--- src/sv/ssmd_pkg.sv ---
// ssmd_pkg: shared types, command codes and segment encoding for the
// seven-segment multiplexed display driver; no dependencies
package ssmd_pkg;

  // command codes
  localparam logic [1:0] CMD_VOLT    = 2'd0;
  localparam logic [1:0] CMD_AMP     = 2'd1;
  localparam logic [1:0] CMD_POWER   = 2'd2;
  localparam logic [1:0] CMD_REFRESH = 2'd3;

  // scale factors per load command
  localparam logic [13:0] FACTOR_VOLT  = 14'd10;
  localparam logic [13:0] FACTOR_AMP   = 14'd10000;
  localparam logic [13:0] FACTOR_POWER = 14'd100;

  // fixed patterns
  localparam logic [7:0] UNIT_VOLT  = 8'h3E;
  localparam logic [7:0] UNIT_AMP   = 8'h77;
  localparam logic [7:0] UNIT_POWER = 8'h73;
  localparam logic [7:0] DP_BIT     = 8'h80;

  // reciprocal constants for divide by ten
  localparam logic [15:0] RECIP10_W16 = 16'd52429;  // exact for 16-bit values, shift 19
  localparam logic [12:0] RECIP10_W13 = 13'd6554;   // exact for values below 6554, shift 16
  localparam logic [7:0]  RECIP10_W7  = 8'd205;     // exact for values below 128, shift 11

  // serial results per refresh: eight data bits then one latch
  localparam logic [3:0] LATCH_CNT = 4'd8;

  typedef struct packed {
    logic [1:0]  command;
    logic [23:0] measurement;
  } in_item_t;

  typedef struct packed {
    logic       kind;
    logic       data_bit;
    logic [3:0] digit_enable_n;
    logic       last;
  } out_item_t;

  // scaled value with its first quotient by ten
  typedef struct packed {
    logic [1:0]  cmd;
    logic [15:0] value;
    logic [12:0] q10;
  } scaled_t;

  // request to the display store / shifter
  typedef struct packed {
    logic            load;
    logic            refresh;
    logic [3:0][7:0] pats;
  } disp_req_t;

  // decimal digit to segment pattern
  function automatic logic [7:0] seg_of(input logic [3:0] d);
    logic [7:0] p;
    unique case (d)
      4'd0:    p = 8'h3F;
      4'd1:    p = 8'h06;
      4'd2:    p = 8'h5B;
      4'd3:    p = 8'h4F;
      4'd4:    p = 8'h66;
      4'd5:    p = 8'h6D;
      4'd6:    p = 8'h7D;
      4'd7:    p = 8'h07;
      4'd8:    p = 8'h7F;
      4'd9:    p = 8'h6F;
      default: p = 8'h00;
    endcase
    return p;
  endfunction

endpackage

--- src/sv/seven_segment_mux_driver.sv ---
// A load passes the scaling and digit registers to the digit store; a refresh takes
// that path to the shifter, which then shows 9 results one per cycle unless stalled.
// Loads 1 per cycle unless a refresh waits on the shifter's latch result being taken.
// Reset (synchronous, active low) blanks all four digits, zeroes the scan position
// and empties the pipeline.
module seven_segment_mux_driver #(
  parameter int FRACTION_BITS = 16
) (
  input  logic                clk,
  input  logic                rst_n,
  input  logic                in_valid,
  output logic                in_stall,
  input  ssmd_pkg::in_item_t  in_item,
  output logic                out_valid,
  input  logic                out_stall,
  output ssmd_pkg::out_item_t out_item
);

  logic                advance;
  logic                sc_valid;
  ssmd_pkg::scaled_t   sc_data;
  logic                req_valid;
  ssmd_pkg::disp_req_t req;
  logic                stall_up;

  // whole pipeline moves unless a refresh waits for the shifter
  assign advance  = !stall_up;
  assign in_stall = stall_up;

  // scaling front end
  ssmd_scale #(
    .FRACTION_BITS(FRACTION_BITS)
  ) u_scale (
    .clk     (clk),
    .rst_n   (rst_n),
    .en      (advance),
    .in_valid(in_valid),
    .in_item (in_item),
    .sc_valid(sc_valid),
    .sc_data (sc_data)
  );

  // digit extraction and pattern build
  ssmd_digits u_digits (
    .clk      (clk),
    .rst_n    (rst_n),
    .en       (advance),
    .sc_valid (sc_valid),
    .sc_data  (sc_data),
    .req_valid(req_valid),
    .req      (req)
  );

  // pattern store and serial output
  ssmd_shifter u_shifter (
    .clk      (clk),
    .rst_n    (rst_n),
    .req_valid(req_valid),
    .req      (req),
    .stall_up (stall_up),
    .out_valid(out_valid),
    .out_stall(out_stall),
    .out_item (out_item)
  );

endmodule

--- src/sv/ssmd_scale.sv ---
// ssmd_scale: input register, fixed-point scaling multiply, saturation and
// first divide by ten; depends on ssmd_pkg
module ssmd_scale #(
  parameter int FRACTION_BITS = 16
) (
  input  logic               clk,
  input  logic               rst_n,
  input  logic               en,
  input  logic               in_valid,
  input  ssmd_pkg::in_item_t in_item,
  output logic               sc_valid,
  output ssmd_pkg::scaled_t  sc_data
);

  localparam int PROD_W = 38;

  logic               v1_r;
  ssmd_pkg::in_item_t item1_r;
  logic               v2_r;
  logic [1:0]         cmd2_r;
  logic [PROD_W-1:0]  prod2_r;
  logic               v3_r;
  ssmd_pkg::scaled_t  sc3_r;

  logic [13:0]        factor;
  logic [PROD_W-1:0]  prod_nxt;
  logic [PROD_W-1:0]  shifted;
  logic [15:0]        value;
  logic [31:0]        recip;
  ssmd_pkg::scaled_t  sc3_nxt;

  // factor select and scaling product
  always_comb begin
    case (item1_r.command)
      ssmd_pkg::CMD_VOLT:  factor = ssmd_pkg::FACTOR_VOLT;
      ssmd_pkg::CMD_AMP:   factor = ssmd_pkg::FACTOR_AMP;
      ssmd_pkg::CMD_POWER: factor = ssmd_pkg::FACTOR_POWER;
      default:             factor = '0;
    endcase
    prod_nxt = item1_r.measurement * factor;
  end

  // drop fraction bits, saturate, first quotient by ten
  always_comb begin
    shifted       = prod2_r >> FRACTION_BITS;
    value         = (|shifted[PROD_W-1:16]) ? 16'hFFFF : shifted[15:0];
    recip         = value * ssmd_pkg::RECIP10_W16;
    sc3_nxt.cmd   = cmd2_r;
    sc3_nxt.value = value;
    sc3_nxt.q10   = recip[31:19];
  end

  // stage valids
  always_ff @(posedge clk) begin
    if (!rst_n) begin
      v1_r <= 1'b0;
      v2_r <= 1'b0;
      v3_r <= 1'b0;
    end else if (en) begin
      v1_r <= in_valid;
      v2_r <= v1_r;
      v3_r <= v2_r;
    end
  end

  // stage payloads
  always_ff @(posedge clk) begin
    if (en) begin
      item1_r <= in_item;
      cmd2_r  <= item1_r.command;
      prod2_r <= prod_nxt;
      sc3_r   <= sc3_nxt;
    end
  end

  assign sc_valid = v3_r;
  assign sc_data  = sc3_r;

endmodule

--- src/sv/ssmd_digits.sv ---
// ssmd_digits: decimal digit extraction by reciprocal multiplies and
// segment pattern assembly per command; depends on ssmd_pkg
module ssmd_digits (
  input  logic                clk,
  input  logic                rst_n,
  input  logic                en,
  input  logic                sc_valid,
  input  ssmd_pkg::scaled_t   sc_data,
  output logic                req_valid,
  output ssmd_pkg::disp_req_t req
);

  logic        v4_r;
  logic [1:0]  cmd4_r;
  logic [3:0]  d0_4_r;
  logic [12:0] q1_4_r;
  logic [9:0]  q2_4_r;

  logic        v5_r;
  logic [1:0]  cmd5_r;
  logic [3:0]  d0_5_r;
  logic [3:0]  d1_5_r;
  logic [9:0]  q2_5_r;
  logic [6:0]  q3_5_r;

  logic [15:0] ten_q1;
  logic [15:0] rem0;
  logic [25:0] p2;
  logic [12:0] ten_q2;
  logic [12:0] rem1;
  logic [22:0] p3;
  logic [9:0]  ten_q3;
  logic [9:0]  rem2;
  logic [14:0] p4;
  logic [3:0]  q4;
  logic [6:0]  ten_q4;
  logic [6:0]  rem3;
  logic [3:0]  d2;
  logic [3:0]  d3;

  // units digit and second quotient
  always_comb begin
    ten_q1 = {sc_data.q10, 3'b000} + {2'b00, sc_data.q10, 1'b0};
    rem0   = sc_data.value - ten_q1;
    p2     = sc_data.q10 * ssmd_pkg::RECIP10_W13;
  end

  // tens digit and third quotient
  always_comb begin
    ten_q2 = {q2_4_r, 3'b000} + {2'b00, q2_4_r, 1'b0};
    rem1   = q1_4_r - ten_q2;
    p3     = q2_4_r * ssmd_pkg::RECIP10_W13;
  end

  // hundreds and thousands digits
  always_comb begin
    ten_q3 = {q3_5_r, 3'b000} + {2'b00, q3_5_r, 1'b0};
    rem2   = q2_5_r - ten_q3;
    d2     = rem2[3:0];
    p4     = q3_5_r * ssmd_pkg::RECIP10_W7;
    q4     = p4[14:11];
    ten_q4 = {q4, 3'b000} + {2'b00, q4, 1'b0};
    rem3   = q3_5_r - ten_q4;
    d3     = rem3[3:0];
  end

  // pattern set per command
  always_comb begin
    req.load    = 1'b1;
    req.refresh = 1'b0;
    req.pats    = '0;
    unique case (cmd5_r)
      ssmd_pkg::CMD_VOLT: begin
        req.pats[0] = ssmd_pkg::seg_of(d2);
        req.pats[1] = ssmd_pkg::seg_of(d1_5_r) | ssmd_pkg::DP_BIT;
        req.pats[2] = ssmd_pkg::seg_of(d0_5_r);
        req.pats[3] = ssmd_pkg::UNIT_VOLT;
      end
      ssmd_pkg::CMD_AMP: begin
        req.pats[0] = ssmd_pkg::seg_of(d3);
        req.pats[1] = ssmd_pkg::seg_of(d2);
        req.pats[2] = ssmd_pkg::seg_of(d1_5_r);
        req.pats[3] = ssmd_pkg::UNIT_AMP;
      end
      ssmd_pkg::CMD_POWER: begin
        req.pats[0] = ssmd_pkg::seg_of(d2) | ssmd_pkg::DP_BIT;
        req.pats[1] = ssmd_pkg::seg_of(d1_5_r);
        req.pats[2] = ssmd_pkg::seg_of(d0_5_r);
        req.pats[3] = ssmd_pkg::UNIT_POWER;
      end
      default: begin
        req.load    = 1'b0;
        req.refresh = 1'b1;
      end
    endcase
  end

  // stage valids
  always_ff @(posedge clk) begin
    if (!rst_n) begin
      v4_r <= 1'b0;
      v5_r <= 1'b0;
    end else if (en) begin
      v4_r <= sc_valid;
      v5_r <= v4_r;
    end
  end

  // stage payloads
  always_ff @(posedge clk) begin
    if (en) begin
      cmd4_r <= sc_data.cmd;
      d0_4_r <= rem0[3:0];
      q1_4_r <= sc_data.q10;
      q2_4_r <= p2[25:16];
      cmd5_r <= cmd4_r;
      d0_5_r <= d0_4_r;
      d1_5_r <= rem1[3:0];
      q2_5_r <= q2_4_r;
      q3_5_r <= p3[22:16];
    end
  end

  assign req_valid = v5_r;

endmodule

--- src/sv/ssmd_shifter.sv ---
// ssmd_shifter: digit pattern store, scan position and serial output of
// one digit per refresh request; depends on ssmd_pkg
module ssmd_shifter (
  input  logic                 clk,
  input  logic                 rst_n,
  input  logic                 req_valid,
  input  ssmd_pkg::disp_req_t  req,
  output logic                 stall_up,
  output logic                 out_valid,
  input  logic                 out_stall,
  output ssmd_pkg::out_item_t  out_item
);

  logic [3:0][7:0] pat_r;
  logic [1:0]      scan_r;
  logic            active_r;
  logic [3:0]      cnt_r;
  logic [7:0]      shreg_r;
  logic [1:0]      en_pos_r;

  logic            hold;
  logic            take;
  logic            is_latch;

  // busy until the latch result is taken
  assign is_latch = (cnt_r == ssmd_pkg::LATCH_CNT);
  assign hold     = active_r && !(is_latch && !out_stall);
  assign stall_up = req_valid && req.refresh && hold;
  assign take     = req_valid && req.refresh && !hold;

  // pattern store
  always_ff @(posedge clk) begin
    if (!rst_n) begin
      pat_r <= '0;
    end else if (req_valid && req.load) begin
      pat_r <= req.pats;
    end
  end

  // scan position and shift control
  always_ff @(posedge clk) begin
    if (!rst_n) begin
      scan_r   <= '0;
      active_r <= 1'b0;
      cnt_r    <= '0;
    end else if (take) begin
      scan_r   <= scan_r + 2'd1;
      active_r <= 1'b1;
      cnt_r    <= '0;
    end else if (active_r && !out_stall) begin
      if (is_latch) begin
        active_r <= 1'b0;
      end else begin
        cnt_r <= cnt_r + 4'd1;
      end
    end
  end

  // shift data and latched digit position
  always_ff @(posedge clk) begin
    if (take) begin
      shreg_r  <= pat_r[scan_r];
      en_pos_r <= scan_r;
    end else if (active_r && !out_stall) begin
      shreg_r <= {shreg_r[6:0], 1'b0};
    end
  end

  // result fields
  always_comb begin
    out_item.kind           = is_latch;
    out_item.data_bit       = is_latch ? 1'b0 : shreg_r[7];
    out_item.digit_enable_n = is_latch ? ~(4'b0001 << en_pos_r) : 4'hF;
    out_item.last           = is_latch;
  end

  assign out_valid = active_r;

`ifndef NO_ASSERTIONS
  a_stall_only_busy: assert property (@(posedge clk) disable iff (!rst_n)
    stall_up |-> active_r)
    else $error("refresh held back while shifter idle");

  a_cnt_range: assert property (@(posedge clk) disable iff (!rst_n)
    active_r |-> (cnt_r <= ssmd_pkg::LATCH_CNT))
    else $error("shift count past latch");

  a_take_starts: assert property (@(posedge clk) disable iff (!rst_n)
    take |=> (active_r && cnt_r == 4'd0))
    else $error("refresh request did not start a run");

  a_scan_advance: assert property (@(posedge clk) disable iff (!rst_n)
    take |=> (scan_r == $past(scan_r) + 2'd1))
    else $error("scan position did not advance");

  a_stall_holds: assert property (@(posedge clk) disable iff (!rst_n)
    (active_r && out_stall && !take) |=> (active_r && $stable(cnt_r)))
    else $error("shifter moved while output stalled");
`endif

endmodule

--- config.mk ---
export PLATFORM = sky130hd
export DESIGN_NAME = seven_segment_mux_driver
export DESIGN_NICKNAME = d
export VERILOG_FILES = /design/src/sv/ssmd_pkg.sv /design/src/sv/seven_segment_mux_driver.sv /design/src/sv/ssmd_scale.sv /design/src/sv/ssmd_digits.sv /design/src/sv/ssmd_shifter.sv
export SDC_FILE = /design/constraint.sdc
export NUM_CORES = 1
export LEC_CHECK = 0
export ABC_AREA = 1
export BUFFER_PORTS_ARGS = -buffer_cell sky130_fd_sc_hd__buf_4
export CAP_MARGIN = 10
export CELL_PAD_IN_SITES_DETAIL_PLACEMENT = 0
export CELL_PAD_IN_SITES_GLOBAL_PLACEMENT = 1
export CORE_MARGIN = 2
export CORE_UTILIZATION = 40
export CTS_CLUSTER_SIZE = 24
export DETAILED_ROUTE_END_ITERATION = 6
export PLACE_DENSITY_LB_ADDON = 0.1
export SLEW_MARGIN = 0
export SYNTH_ARGS = -nofsm -noshare
export SYNTH_HDL_FRONTEND = slang
export SYNTH_SLANG_ARGS = --single-unit
--- constraint.sdc ---
create_clock -name clk -period 9.3 [get_ports clk]
set_input_delay 0.465 -clock clk [delete_from_list [all_inputs] [get_ports clk]]
set_output_delay 0.465 -clock clk [all_outputs]
set_load 0.02 [all_outputs]
After elaboration in Yosys (flattened, before gate mapping):

Memory sizes are Yosys's and may differ from the RTL's. A register that Yosys moved wholly into a read port is not among the register bits.
Cells that the tools add are included.

* flip-flop bits (word level): 180
* bits in latches: 0
* RAM bits: 0
* memory bits (read-only): 1008
* output and inout bits: 9
* logic and storage cells: 101
* memories: 9

Memories
* (no name shown): depth 16, bits a word 7, read ports 1, clocked after Yosys merged registers in 0, wr ports 0, RTL line ssmd_pkg.sv:59 `unique case (d)`
* (no name shown): depth 16, bits a word 7, read ports 1, clocked after Yosys merged registers in 1, wr ports 0, RTL line ssmd_pkg.sv:59
* (no name shown): depth 16, bits a word 7, read ports 1, clocked after Yosys merged registers in 1, wr ports 0, RTL line ssmd_pkg.sv:59
* (no name shown): depth 16, bits a word 7, read ports 1, clocked after Yosys merged registers in 0, wr ports 0, RTL line ssmd_pkg.sv:59
* (no name shown): depth 16, bits a word 7, read ports 1, clocked after Yosys merged registers in 0, wr ports 0, RTL line ssmd_pkg.sv:59
* (no name shown): depth 16, bits a word 7, read ports 1, clocked after Yosys merged registers in 1, wr ports 0, RTL line ssmd_pkg.sv:59
* +3 memories

* add/sub/neg operators: 10
* multipliers: 5
* div/mod/pow operators: 0
* $lt $le $gt $ge: 1
* equality and inequality tests: 5
* shift-type cells: 1
* multiplexer cells: 18
* bitwise logic cells: 3
* reductions and logical operators: 19

Operators with widths (number)
* case mux 31 bit (3 select lines): 1
* case mux 14 bit (3 select lines): 1
* multiplier 24 x 14 -> 38 bit: 1
* multiplier 16 x 16 -> 32 bit (second input constant): 1
* multiplier 13 x 12 -> 25 bit (second input constant): 1
* two-way mux 4 bit: 6
* two-way mux 8 bit: 3
* multiplier 10 x 12 -> 22 bit (second input constant): 1
* adder 4 bit: 4
* binary-select mux 8 bit (select 2 bit): 1
* two-way mux 16 bit: 1
* subtractor 4 bit: 4
* multiplier 7 x 8 -> 14 bit (second input constant): 1
* logical AND 1 bit: 7
* OR reduction 6 bit: 1
* adder 4 x 1 -> 4 bit (second input constant): 1
* equality test 2 x 1 -> 1 bit (second input constant): 2
* equality test 2 bit (second input constant): 2
* equality test 4 bit (second input constant): 1
* zero test 2 bit: 2
* two-way mux 1 bit: 4
* NOT 4 bit: 1
* AND reduction 2 bit: 2
* nonzero test 2 bit: 2
* 8 further kinds: 11

Logic depth before layout (Yosys ltp):

* depth in word-level cells: 8
* gate-level depth with buffers: 29
* gate-level depth less buffers: 28

Hierarchy:

Synthesis repeated with hierarchy kept, for this count alone.

* cells, all modules: 2932
* area, all modules: 26586.7 um^2

Modules (own cells, without submodules)
* ssmd_scale: instances 1, cells each 1641, area each 15348.5 um^2, sequential area each 2492.4 um^2
* ssmd_digits: instances 1, cells each 1005, area each 9052.4 um^2, sequential area each 1551.5 um^2
* ssmd_shifter: instances 1, cells each 285, area each 2182.1 um^2, sequential area each 1081.0 um^2
* seven_segment_mux_driver: instances 1, cells each 1, area each 3.8 um^2, sequential area each 0.0 um^2

Least setup slack after synthesis:

OpenSTA, ideal clock, no wires.

* path kind: register to register
* from: register u_scale.item1_r[25] (netlist name)
* to: register u_scale.prod2_r[37], data pin
* library setup time: 257 ps
* arrival time: 5560 ps
* data required time: 9043 ps
* setup slack: 3483 ps
* cell stages (with the launch flop): 27
* period minus slack after synthesis: 5817 ps
* cell sequence: edfxtp_1 > nor2_1 > inv_1 > buf_1 > nor2_1 > inv_1 > fa_1 > fa_1 > inv_1 > fa_1 > inv_1 > fa_1 > fa_1 > inv_1 > ha_1 > ha_1 > a21oi_1 > nand2_1 > a21oi_1 > inv_1 > a21oi_1 > o21ai_0 > nand2_1 > nand2_1 > nand2_1 > nand2_1 > xor2_1

* longest elaborated chain between the ends: 3
* elaborated cells on any way between the ends: 5
* those cells by class: mul (1); eq/ne (2); mux (1); reduce/logical (1)

Ends and longest elaborated chain
* start, declared: RTL line ssmd_scale.sv:18 `ssmd_pkg::in_item_t item1_r;`
* start signal, assigned: RTL line ssmd_scale.sv:69 `item1_r <= in_item;`
* equality test 2 bit (tied with other cells): RTL line ssmd_scale.sv:34 `case (item1_r.command)`
* case mux 14 bit (3 select lines) *: RTL line ssmd_scale.sv:34
* multiplier 24 x 14 -> 38 bit *: RTL line ssmd_scale.sv:40 `prod_nxt = item1_r.measurement * factor;`
* named net u_scale.prod_nxt[37]: RTL line ssmd_scale.sv:26 `logic [PROD_W-1:0] prod_nxt;`
* end signal, assigned: RTL line ssmd_scale.sv:71 `prod2_r <= prod_nxt;`
* end, declared: RTL line ssmd_scale.sv:21 `logic [PROD_W-1:0] prod2_r;`

The timed path passes the listed nets; every way through them passes the cells marked *.
A chain may end at the register's enable or synchronous reset.

Worst setup path after layout:

Same ends and word-level chain as after synthesis.

==> out/summary.md <==
STA classifies the critical path startpoint as a register. The sum of buffers and inverters on the critical path is 6. Placed wire-length estimate: 49200 um.

Once detail routing completed, the nets flagged for antenna violations numbered 0. The accumulated negative setup slack is 0 ns. The wire length of the first global-routing pass is 95500 um, and the max-cap check violation count is 0. For the sequential area share after synthesis, the log shows 18.4%.

The count of non-filler cells in the finished layout is 3599, and the maximum count of clock buffers along a single path is 2. The total global routing overflow was 0; the number of nets in the layout was 3601. The post-route clock skew is 0.0141 ns, and the number of hold buffers added after cts is 0.

The die is 255 um wide. For the worst setup path, the data required time is 9.54 ns. The endpoint arrival time on the critical path was 7.22 ns; the weighted congestion reported at the end of routability-driven placement was 0.841. TritonCTS built the clock tree. The worst setup path is captured at a register. The number of clock buffers added by TritonCTS is 17.

The initialized floorplan defines 92 standard-cell rows. The synthesized area per cell was 9.31 um^2. The most frequent cell after synthesis was sky130_fd_sc_hd__inv_1. In this run the vertical extent of the chip is 255 um. The clock net in this run drives a total of 172 sinks.

The clock period could shrink to 6.98 ns. The critical path in this run is classified as reg -> reg. The number of global-route vias before repair came out at 18.8k. Entering global routing, the biggest net connects 71 pins. The run gives 3567 as the number of placed instances with taps included. The run gives 0 as the number of antenna violations at the first check in global routing.

The number of setup buffers added after CTS is 0. Summing all multi-input logic gate instances after layout gives 18100 um^2. The repair_antennas step left the layout with diodes totalling 0. The flow ran to the end, and the final reports show no timing, DRC or antenna violations. After technology mapping, the gate count stands at 2707. Static timing analysis puts the maximum clock frequency at 143 MHz. Quantity of gates resized following cts: 0. Of the cells placed in the final design, the portion with a size suffix greater than 1 is 3.67%. Worst reg-to-reg setup slack: 2.32 ns. In this run the critical register-to-register path is launched from u_scale.item1_r[25]. The count of buffers added on input and output ports is 38.

The cell family contributing the most delay on the critical path is adder cells. Setup repair after global routing left no endpoint under its margin. The predominant post-synthesis flop cell is sky130_fd_sc_hd__edfxtp_1. The share of synthesized area in the top cell type comes to 26.0%. Counting distinct cell types in the post-synthesis netlist gives 56. After detailed routing, the number of remaining DRC violations is 0. The largest single stage delay on the critical path is 0.61 ns. The total vias in the final route came out at 17.4k.

The cell repeated most along the worst path is sky130_fd_sc_hd__inv_1. Counting flops and latches in the post-synthesis netlist gives 172. Across every metal layer, demand over resource in global routing totals 18.5%. The largest fanout on the critical path was 13. The commonest cells after synthesis are 610 x sky130_fd_sc_hd__inv_1, 503 x sky130_fd_sc_hd__ha_1, 328 x sky130_fd_sc_hd__fa_1. The net count after synthesis is 3568, and the area of the die is 65100 um^2. Dividing the detail-routed via count by the number of cells gives 4.85. Sorting the synthesized cells by area gives the leading types as sky130_fd_sc_hd__fa_1 26%, sky130_fd_sc_hd__ha_1 25%, sky130_fd_sc_hd__edfxtp_1 14%, sky130_fd_sc_hd__inv_1 9.1%, sky130_fd_sc_hd__nand2_1 4.7%. Number of fillers in the final layout: 6207. The critical path starts at u_scale.item1_r[25]. The tools report the sum of routed wire length over all layers as 56500 um. The synthesized cell area is 25200 um^2. Core box area: 62700 um^2.

Once the floorplan was initialized, standard cells occupied 40.2% of the core. Yosys mapped a number of flops with a built-in enable equal to 120. The area growth from synthesis to final layout is 7.46%. Of all flip-flops after synthesis, the portion carrying an async set or reset was 0%. The total number of yosys warnings is 0, and the transition time at the pin with the least slew margin is 1.11 ns. The final routed wire length divided by cell count works out to 15.7 um. In this run, the number of DRC markers left after iteration 0 of detailed routing was 701. In this run the number of H-tree levels came out at 4.

Clock-pin slew was measured on the worst setup and hold paths at 0.08 ns. The number of setup violations in the final report is 0. The final number of hold-violating endpoints came out at 0.

In this run the tightest slew margin relative to its limit is 25.0%. For the total area of sequential cells, the log shows 4640 um^2. The startpoint of the worst hold path is in_item[21]. The library cell occupying the most area in the post-synthesis netlist is sky130_fd_sc_hd__fa_1. The final count of pins violating max slew came out at 0. The tightest min-delay check is of the in -> reg type. Before antenna repair, the detailed router went through 5 iterations.

The I/O pin total was 39. For this design, the slowest cell found on the critical path is sky130_fd_sc_hd__nor2_1. The final cycle utilization of the critical path was 75.0%.

Root buffer cell: sky130_fd_sc_hd__clkbuf_16. The later pin in the worst-skew pair is clocked with a latency of 0.49 ns. For this run, the share of the core covered by cells in the final layout is 43.2%.
metal layers:
layer  vias to the layer above  GRT usage [%]  wire (um)
li1                       8704              -          -
met1                      8517           25.2      26900
met2                       184           31.7      27400
met3                        38           2.41       1520
met4                         0           3.74        647
met5                         -              0          0
registers in the layout, indices dropped and copies added (netlist names), 4 cells and up, named ones only:
| register | flops |
|---|---|
| u_digits.q1_4_r | 4 |
| u_digits.q2_4_r | 10 |
| u_digits.d1_5_r | 4 |
| u_scale.sc_data | 19 |
| u_shifter.shreg_r | 8 |
| u_digits.q2_5_r | 4 |
| u_digits.q3_5_r | 7 |
| u_shifter.cnt_r | 4 |
| u_digits.d0_5_r | 4 |
| u_scale.prod2_r | 22 |
| u_digits.d0_4_r | 4 |
| u_shifter.pat_r | 26 |
| u_scale.item1_r | 26 |
cell usage in the layout, fill, tap and decap left out, types with 5 or more instances in the layout:
cell type,instances
sky130_fd_sc_hd__nand4_1,15
sky130_fd_sc_hd__dfxtp_1,52
sky130_fd_sc_hd__nor2_1,205
sky130_fd_sc_hd__ha_1,503
sky130_fd_sc_hd__buf_4,40
sky130_fd_sc_hd__edfxtp_1,120
sky130_fd_sc_hd__o21bai_1,10
sky130_fd_sc_hd__o21ai_0,110
sky130_fd_sc_hd__or2_1,5
sky130_fd_sc_hd__or2_2,11
sky130_fd_sc_hd__a31oi_1,7
sky130_fd_sc_hd__a211oi_1,5
sky130_fd_sc_hd__xnor2_1,27
sky130_fd_sc_hd__a21o_1,11
sky130_fd_sc_hd__fa_1,328
sky130_fd_sc_hd__a21oi_1,135
sky130_fd_sc_hd__o21a_1,7
sky130_fd_sc_hd__clkbuf_16,18
sky130_fd_sc_hd__a221oi_1,10
sky130_fd_sc_hd__nand3_1,74
sky130_fd_sc_hd__nor3_1,22
sky130_fd_sc_hd__xor2_1,48
sky130_fd_sc_hd__nand2_1,316
sky130_fd_sc_hd__inv_1,610
cells by family after synthesis:
family / after synthesis / share of synthesized area (%)
and+or+nand+nor: 665 / 10.9
adders and majority gates: 831 / 51.0
DFF: 172 / 18.4
xor gates and xnor gates: 75 / 2.61
buffers and inverters: 642 / 9.63
AOI/OAI and AO/OA: 322 / 7.39
worst paths after layout:
kind / depth (start not counted) / end
max: 25 / u_scale.prod2_r[37]
min: 1 / u_scale.item1_r[21]
max reg2reg: 25 / u_scale.prod2_r[37]
min reg2reg: 0 / u_digits.cmd4_r[0]
area by class of cell:
class / count / share of cell area, %
Tap cell: 846 / 3.91
Timing Repair Buffer: 40 / 1.11
Multi-Input combinational cell: 1893 / 67.0
Clock inverter: 14 / 0.683
Inverter: 616 / 8.54
Sequential cell: 172 / 17.1
Clock buffer: 18 / 1.66
metrics by stage:
| step | cell area, um^2 | hold slack, ns | setup WS (ns) |
|---|---|---|---|
| 6_report | 27100 | 0.148 | 2.32 |
| 5_1_grt | 27100 | 0.111 | 1.83 |
| 4_1_cts | 27100 | 0.112 | 2.35 |
| 3_5_place_dp | 26500 | 0.406 | 2.37 |
| 3_3_place_gp | 26500 | 0.407 | 2.41 |
| 2_1_floorplan | 25200 | 0.400 | 3.48 |
Power is not shown: default switching activity piles up to over one toggle a cycle in this logic, so the estimate is an artifact.
